<file path="src/rtl/md_emr_pkg.sv">
package md_emr_pkg;

	localparam int MAX_PARTICLES = 1024;
	localparam int CNT_W = $clog2(MAX_PARTICLES + 1);
	localparam int ADDR_W = $clog2(MAX_PARTICLES);

	// 1 / (3 * 8.314e-7) in Q16.16
	localparam logic [34:0] TEMP_SCALE = 35'd26275358833;

	localparam logic [1:0] TYPE_NITROGEN = 2'd0;
	localparam logic [1:0] TYPE_OXYGEN   = 2'd1;

	localparam logic [1:0] REG_MASS_NITROGEN  = 2'd0;
	localparam logic [1:0] REG_MASS_OXYGEN    = 2'd1;
	localparam logic [1:0] REG_MASS_NOBLE_GAS = 2'd2;

	typedef logic [4:0] op_t;
	localparam op_t OP_NOP = 5'd0;
	localparam op_t OP_VX2 = 5'd1;
	localparam op_t OP_VY2 = 5'd2;
	localparam op_t OP_VZ2 = 5'd3;
	localparam op_t OP_MVX = 5'd4;
	localparam op_t OP_MVY = 5'd5;
	localparam op_t OP_MVZ = 5'd6;
	localparam op_t OP_MPX = 5'd7;
	localparam op_t OP_MPY = 5'd8;
	localparam op_t OP_MPZ = 5'd9;
	localparam op_t OP_KLO = 5'd10;
	localparam op_t OP_KHI = 5'd11;
	localparam op_t OP_LD  = 5'd12;
	localparam op_t OP_DX2 = 5'd13;
	localparam op_t OP_DY2 = 5'd14;
	localparam op_t OP_DZ2 = 5'd15;
	localparam op_t OP_TLO = 5'd16;
	localparam op_t OP_THI = 5'd17;
	localparam op_t OP_QLO = 5'd18;
	localparam op_t OP_QHI = 5'd19;

	localparam logic [2:0] DIV_COM_X = 3'd0;
	localparam logic [2:0] DIV_COM_Y = 3'd1;
	localparam logic [2:0] DIV_COM_Z = 3'd2;
	localparam logic [2:0] DIV_VCM_X = 3'd3;
	localparam logic [2:0] DIV_VCM_Y = 3'd4;
	localparam logic [2:0] DIV_VCM_Z = 3'd5;
	localparam logic [2:0] DIV_TEMP  = 3'd6;

	typedef struct packed {
		logic [1:0]         particle_type;
		logic signed [31:0] pos_x;
		logic signed [31:0] pos_y;
		logic signed [31:0] pos_z;
		logic signed [31:0] vel_x;
		logic signed [31:0] vel_y;
		logic signed [31:0] vel_z;
		logic               last;
	} particle_t;

	typedef struct packed {
		logic signed [31:0] com_x;
		logic signed [31:0] com_y;
		logic signed [31:0] com_z;
		logic [62:0]        kinetic_energy;
		logic signed [63:0] momentum_x;
		logic signed [63:0] momentum_y;
		logic signed [63:0] momentum_z;
		logic [62:0]        temperature;
		logic               zero_mass_error;
		logic               overflow;
	} result_t;

	typedef struct packed {
		logic [31:0] mass_nitrogen;
		logic [31:0] mass_oxygen;
		logic [31:0] mass_noble_gas;
	} mass_cfg_t;

	typedef struct packed {
		logic [1:0]  ptype;
		logic [31:0] vz;
		logic [31:0] vy;
		logic [31:0] vx;
	} vel_entry_t;

	typedef struct packed {
		logic       take;
		op_t        op;
		logic       div_start;
		logic [2:0] div_sel;
		logic       idx_clr;
		logic       rd;
		logic       res_load;
		logic       err;
	} ctrl_cmd_t;

	typedef struct packed {
		logic full;
		logic mass_zero;
		logic div_done;
		logic idx_end;
		logic slot_free;
	} dp_stat_t;

	function automatic logic [31:0] mass_of(input mass_cfg_t cfg, input logic [1:0] t);
		logic [31:0] m;
		case (t)
			TYPE_NITROGEN: m = cfg.mass_nitrogen;
			TYPE_OXYGEN:   m = cfg.mass_oxygen;
			default:       m = cfg.mass_noble_gas;
		endcase
		return m;
	endfunction

endpackage

</file>
<file path="src/rtl/md_emr_ctrl.sv">
module md_emr_ctrl import md_emr_pkg::*; (
	input  logic      clk,
	input  logic      arst_n,
	input  logic      in_valid,
	input  logic      in_last,
	output logic      in_ready,
	output ctrl_cmd_t cmd,
	input  dp_stat_t  stat
);

	localparam logic [3:0] S_IDLE = 4'd0;
	localparam logic [3:0] S_P1   = 4'd1;
	localparam logic [3:0] S_P1D  = 4'd2;
	localparam logic [3:0] S_CHK  = 4'd3;
	localparam logic [3:0] S_DIV  = 4'd4;
	localparam logic [3:0] S_DIVW = 4'd5;
	localparam logic [3:0] S_RD   = 4'd6;
	localparam logic [3:0] S_LD   = 4'd7;
	localparam logic [3:0] S_T    = 4'd8;
	localparam logic [3:0] S_TD   = 4'd9;
	localparam logic [3:0] S_Q    = 4'd10;
	localparam logic [3:0] S_QD   = 4'd11;
	localparam logic [3:0] S_OUT  = 4'd12;

	logic [3:0] state_q;
	logic [3:0] step_q;
	logic [2:0] sel_q;
	logic       last_q;
	logic       err_q;

	function automatic op_t p1_op(input logic [3:0] s);
		op_t o;
		case (s)
			4'd0:    o = OP_VX2;
			4'd1:    o = OP_VY2;
			4'd2:    o = OP_VZ2;
			4'd3:    o = OP_MVX;
			4'd4:    o = OP_MVY;
			4'd5:    o = OP_MVZ;
			4'd6:    o = OP_MPX;
			4'd7:    o = OP_MPY;
			4'd8:    o = OP_MPZ;
			4'd9:    o = OP_KLO;
			4'd10:   o = OP_KHI;
			default: o = OP_NOP;
		endcase
		return o;
	endfunction

	// bubble at step 3 lets the last square land before the weighting
	function automatic op_t t_op(input logic [3:0] s);
		op_t o;
		case (s)
			4'd0:    o = OP_DX2;
			4'd1:    o = OP_DY2;
			4'd2:    o = OP_DZ2;
			4'd4:    o = OP_TLO;
			4'd5:    o = OP_THI;
			default: o = OP_NOP;
		endcase
		return o;
	endfunction

	assign in_ready = (state_q == S_IDLE);

	always_comb begin
		cmd = '0;
		cmd.div_sel = sel_q;
		cmd.err     = err_q;
		case (state_q)
			S_IDLE: cmd.take = in_valid;
			S_P1:   cmd.op = p1_op(step_q);
			S_CHK:  cmd.idx_clr = 1'b1;
			S_DIV:  cmd.div_start = 1'b1;
			S_RD:   cmd.rd = 1'b1;
			S_LD:   cmd.op = OP_LD;
			S_T:    cmd.op = t_op(step_q);
			S_Q:    cmd.op = (step_q == 4'd0) ? OP_QLO : OP_QHI;
			S_OUT:  cmd.res_load = stat.slot_free;
			default: cmd.op = OP_NOP;
		endcase
	end

	always_ff @(posedge clk or negedge arst_n) begin
		if (!arst_n) begin
			state_q <= S_IDLE;
			step_q  <= '0;
			sel_q   <= '0;
			last_q  <= 1'b0;
			err_q   <= 1'b0;
		end else begin
			case (state_q)
				S_IDLE: begin
					if (in_valid) begin
						last_q <= in_last;
						step_q <= '0;
						if (!stat.full)
							state_q <= S_P1;
						else if (in_last)
							state_q <= S_CHK;
					end
				end
				S_P1: begin
					step_q <= step_q + 4'd1;
					if (step_q == 4'd10) begin
						step_q  <= '0;
						state_q <= S_P1D;
					end
				end
				S_P1D: begin
					step_q <= step_q + 4'd1;
					if (step_q == 4'd1) begin
						step_q  <= '0;
						state_q <= last_q ? S_CHK : S_IDLE;
					end
				end
				S_CHK: begin
					sel_q <= DIV_COM_X;
					err_q <= stat.mass_zero;
					state_q <= stat.mass_zero ? S_OUT : S_DIV;
				end
				S_DIV: state_q <= S_DIVW;
				S_DIVW: begin
					if (stat.div_done) begin
						step_q <= '0;
						if (sel_q == DIV_TEMP)
							state_q <= S_Q;
						else if (sel_q == DIV_VCM_Z)
							state_q <= S_RD;
						else begin
							sel_q   <= sel_q + 3'd1;
							state_q <= S_DIV;
						end
					end
				end
				S_RD: state_q <= S_LD;
				S_LD: begin
					step_q  <= '0;
					state_q <= S_T;
				end
				S_T: begin
					step_q <= step_q + 4'd1;
					if (step_q == 4'd5) begin
						step_q  <= '0;
						state_q <= stat.idx_end ? S_TD : S_RD;
					end
				end
				S_TD: begin
					step_q <= step_q + 4'd1;
					if (step_q == 4'd1) begin
						sel_q   <= DIV_TEMP;
						state_q <= S_DIV;
					end
				end
				S_Q: begin
					step_q <= step_q + 4'd1;
					if (step_q == 4'd1) begin
						step_q  <= '0;
						state_q <= S_QD;
					end
				end
				S_QD: begin
					step_q <= step_q + 4'd1;
					if (step_q == 4'd1)
						state_q <= S_OUT;
				end
				S_OUT: begin
					if (stat.slot_free)
						state_q <= S_IDLE;
				end
				default: state_q <= S_IDLE;
			endcase
		end
	end

endmodule

</file>
<file path="config.mk">
export PLATFORM = sky130hd
export DESIGN_NAME = md_emr_ctrl
export DESIGN_NICKNAME = d
export VERILOG_FILES = /design/src/rtl/md_emr_pkg.sv /design/src/rtl/md_emr_ctrl.sv
export SDC_FILE = /design/constraint.sdc
export NUM_CORES = 1
export LEC_CHECK = 0
export ABC_AREA = 1
export BUFFER_PORTS_ARGS = -buffer_cell sky130_fd_sc_hd__buf_2
export CAP_MARGIN = 20
export CORE_ASPECT_RATIO = 0.75
export CORE_MARGIN = 2
export CORE_UTILIZATION = 55
export CTS_CLUSTER_DIAMETER = 40
export DETAILED_ROUTE_END_ITERATION = 12
export GPL_TIMING_DRIVEN = 0
export PLACE_DENSITY = 0.87
export SYNTH_ARGS = -nofsm -noshare
export SYNTH_HDL_FRONTEND = slang
export SYNTH_SLANG_ARGS = --single-unit
</file>
<file path="constraint.sdc">
create_clock -name clk -period 1.85 [get_ports clk]
set_clock_uncertainty 0.2 [all_clocks]
set_input_delay 0.0925 -clock clk [delete_from_list [all_inputs] [get_ports clk]]
set_output_delay 0.0925 -clock clk [all_outputs]
set_load 0.01 [all_outputs]
</file>
==> tab_implementation.tex <==
\begin{tabular}{lr}
\hline
Metric & Value \\
\hline
\multicolumn{2}{l}{\textbf{Drt}} \\
\quad Number of antenna-violating nets in the routed design & 0 \\
\quad DRC violations left & 0 \\
\quad First-pass iteration count of the detailed router & 4 \\
\quad First-iteration detailed-routing DRC count & 109 \\
\quad Avg WL per Cell & 14.3 um \\
\quad Overall routed net length & 4110 um \\
\quad Mean number of vias per cell & 5.55 \\
\quad Vias after detailed routing & 1597 \\
\multicolumn{2}{l}{\textbf{Clocking}} \\
\quad Clock tree root buffer cell & clkbuf\_4 \\
\quad Clock transition at the register clock pins on the worst setup and hold paths after CTS & 0.11 ns \\
\quad Number of clock buffers inserted by TritonCTS & 3 \\
\quad H-Tree Level Count & 1 \\
\quad Maximum root-to-sink buffer count & 2 \\
\quad Clk Latency, worst-skew pair & 0.30 ns \\
\quad Number of clock sinks seen by CTS & 13 \\
\quad TritonCTS clock tree & built \\
\multicolumn{2}{l}{\textbf{Floorplanning}} \\
\quad Ports & 24 \\
\quad Number of placement rows & 15 \\
\quad Die area & 3030 um2 \\
\quad Die Height & 48.2 um \\
\quad Initial cell density of the core & 60.1\% \\
\quad Core box area & 2380 um2 \\
\quad X dimension of the die & 62.9 um \\
\multicolumn{2}{l}{\textbf{Yosys}} \\
\quad Gate count after technology mapping & 207 \\
\quad EDFF count, synth & 0 \\
\quad Syn Area/Cell & 6.91 um2 \\
\quad Library cells used by synthesis & 28 \\
\quad Fraction of registers with async set/reset & 100\% \\
\quad Flip-flop and latch count after synthesis & 13 \\
\quad Ys Warns & 0 \\
\quad Synthesized cell area & 1430 um2 \\
\quad Most common flop cell mapped by yosys & dfrtp\_1 \\
\quad Synthesized Nets & 225 \\
\quad Part of the Yosys area used for sequential elements & 22.7\% \\
\multicolumn{2}{l}{\textbf{Pwr}} \\
\quad Design internal power & 1.29 mW \\
\quad Combinational Power Share & 74.1\% \\
\quad Proportion of total power due to net switching & 52.8\% \\
\quad Areal power density over the cells & 1440 nW/um2 \\
\quad Clock network power share & 7.2\% \\
\quad Total power & 2.73 mW \\
\quad Net switching power of the design & 1.44 mW \\
\quad Sequential share of power & 18.7\% \\
\quad Worst VDD drop & 0.870 mV \\
\quad Leakage & 1.00 nW \\
\multicolumn{2}{l}{\textbf{GRT}} \\
\quad First-pass GRT wire length & 6190 um \\
\quad Initial antenna violation count & 0 \\
\quad GRT overflow & 0 \\
\quad Pin count of the biggest net entering global routing & 14 \\
\quad Via count of the first global-routing pass & 1364 \\
\quad Total GRT Usage & 26.7\% \\
\multicolumn{2}{l}{\textbf{Timing}} \\
\quad Final hold viol count & 0 \\
\quad Number of pins with negative max-slew slack in the final report & 0 \\
\quad Post-layout worst setup margin & -0.0745 ns \\
\quad Worst-case headroom to the max-slew limit & 77.6\% \\
\quad Final Cycle Share & 104\% \\
\quad Highest clock rate & 0.520 GHz \\
\quad Tightest Pin Transition & 0.336 ns \\
\quad Number of endpoints failing setup at the final stage & 2 \\
\quad Setup repair after global routing missed its margin & true \\
\quad Tmin final & 1.92 ns \\
\multicolumn{2}{l}{\textbf{Critical path}} \\
\quad Data required, critical path & 1.56 ns \\
\quad Critical path class & reg2out \\
\quad Setup slack of the most critical reg-to-reg path & 0.08 ns \\
\quad Critical path launch point type & flop \\
\quad Data arrival, critical path & 1.63 ns \\
\quad Worst-path fanout max & 4 \\
\quad CP endpoint kind & primary output \\
\multicolumn{2}{l}{\textbf{Finish}} \\
\quad \# diodes & 0 \\
\quad \# nets final & 273 \\
\quad Area growth from synthesis to layout & 32.8\% \\
\quad Post-layout utilization of the core & 79.7\% \\
\quad Layout cell share with drive strength beyond 1 & 41.7\% \\
\quad Area of all placed cells without fillers & 1900 um2 \\
\multicolumn{2}{l}{\textbf{Hold path}} \\
\quad Hold Path Class & in2async \\
\multicolumn{2}{l}{\textbf{Run}} \\
\quad Max-cap check violation count & 0 \\
\multicolumn{2}{l}{\textbf{Place}} \\
\quad IO buf count & 23 \\
\quad GP Congestion & 0.918 \\
\quad Final HPWL DP & 2590 um \\
\quad DP Area & 1590 um2 \\
\multicolumn{2}{l}{\textbf{Status}} \\
\quad Run status & finished with violations \\
\quad Failing checks & setup timing \\
\hline
\end{tabular}
Yosys cell counts, types with 2 or more instances:
cell       number  area, um2
a21oi_1         4       20.0
buf_4           3       22.5
buf_6           2       22.5
dfrtp_1        13        325
ha_1            9        113
inv_1          21       78.8
inv_2           7       26.3
nand2_1        56        210
nand2_2         6       37.5
nand2_4         3       33.8
nand3_1        23        115
nand3_2         4       40.0
nor2_1         15       56.3
nor2_2         10       62.6
nor2_4          5       56.3
o2111ai_1       2       17.5
o21ai_0         5       25.0
o21ai_1         8       40.0
xor2_1          2       17.5
power by group through the flow:
stage	Combinational (mW)	Sequential (mW)	Clock [mW]
5_1_grt	2.20	0.521	0.210
3_3_place_gp	1.52	0.496	0
3_5_place_dp	1.55	0.502	0
6_report	2.02	0.510	0.198
4_1_cts	1.75	0.496	0.199
2_1_floorplan	1.20	0.490	0
worst max-delay path, cell delays in order (launching register included):
cell     delay, ns
dfrtp_2       0.45
buf_4         0.15
ha_4          0.17
nand2_2       0.15
nand2_1       0.10
nand2_2       0.08
nand3_1       0.08
buf_2         0.16
layout make-up:
class	count	area, um2
fill	157	483
buffer	5	45.0
timing repair buffer	43	292
tap	34	42.5
sequential	13	329
multi-input combinational	160	1050
inverter	29	116
clock buffer	4	26.3
final timing paths:
path / from / end / depth (start not counted)
max in group asynchronous: arst_n / step_q[0] / 2
setup reg to reg: step_q[1] / step_q[0] / 9
min in group clk: stat[2] / state_q[2] / 6
hold reg to reg: err_q / err_q / 2
hold / removal: arst_n / last_q / 2
setup / recovery: step_q[0] / cmd[10] / 7
layout by cell type (no fill, tap or decap), drive strengths merged:
| master | instances |
|---|---|
| ha | 9 |
| dfrtp | 13 |
| nand3 | 28 |
| a21oi | 4 |
| dlygate4sd3 | 6 |
| nor2 | 31 |
| buf | 42 |
| o211ai | 1 |
| nand4 | 2 |
| o21a | 1 |
| nor3 | 1 |
| o2111ai | 2 |
| clkbuf | 4 |
| o21ai | 13 |
| inv | 29 |
| xor2 | 2 |
| nand2 | 66 |
metal layers:
metal | routed length [um] | track usage, % | up-vias
met4 | 75 | 8.00 | 0
met3 | 428 | 5.08 | 11
met1 | 1750 | 34.5 | 738
met2 | 1860 | 47.7 | 94
li1 | - | - | 754
met5 | 0 | 0 | -
state kept, by name, summed over array words and instances, names as in the netlist:
| register | count |
|---|---|
| step_q | 4 |
| last_q | 1 |
| state_q | 4 |
| sel_q | 3 |
| err_q | 1 |
repair_timing:
item | in CTS | in global routing
setup buffers | 8 | 6
endpoints found under the hold margin | 18 | 0
hold buffers | 6 | 0
endpoints found under the setup margin | 6 | 12
gates resized for setup | 13 | 22
pin swaps | 4 | 4
kinds of logic (layout without fill, tap and decap cells):
| logic type | count (synthesis) | in the layout | synth area share (%) |
|---|---|---|---|
| simple gates | 128 | 128 | 49.0 |
| buf+inv | 34 | 81 | 10.9 |
| compound gates | 21 | 21 | 8.22 |
| flops | 13 | 13 | 22.7 |
| fa+ha+maj | 9 | 9 | 7.87 |
| xor+xnor | 2 | 2 | 1.22 |
per-stage QoR:
stage | cells | setup slack (ns) | setup TNS, ns | hold slack [ns]
after floorplan | 207 | 0.238 | 0 | -0.403
after global placement | 264 | 0.0716 | 0 | -0.194
after detailed placement | 264 | 0.0310 | 0 | -0.189
after CTS | 282 | 0.00708 | 0 | 0.0161
after global routing | 288 | -0.106 | -0.278 | 0.0503
final | 288 | -0.0745 | -0.105 | 0.00882
Note: power is estimated with default switching activity, not from simulation.
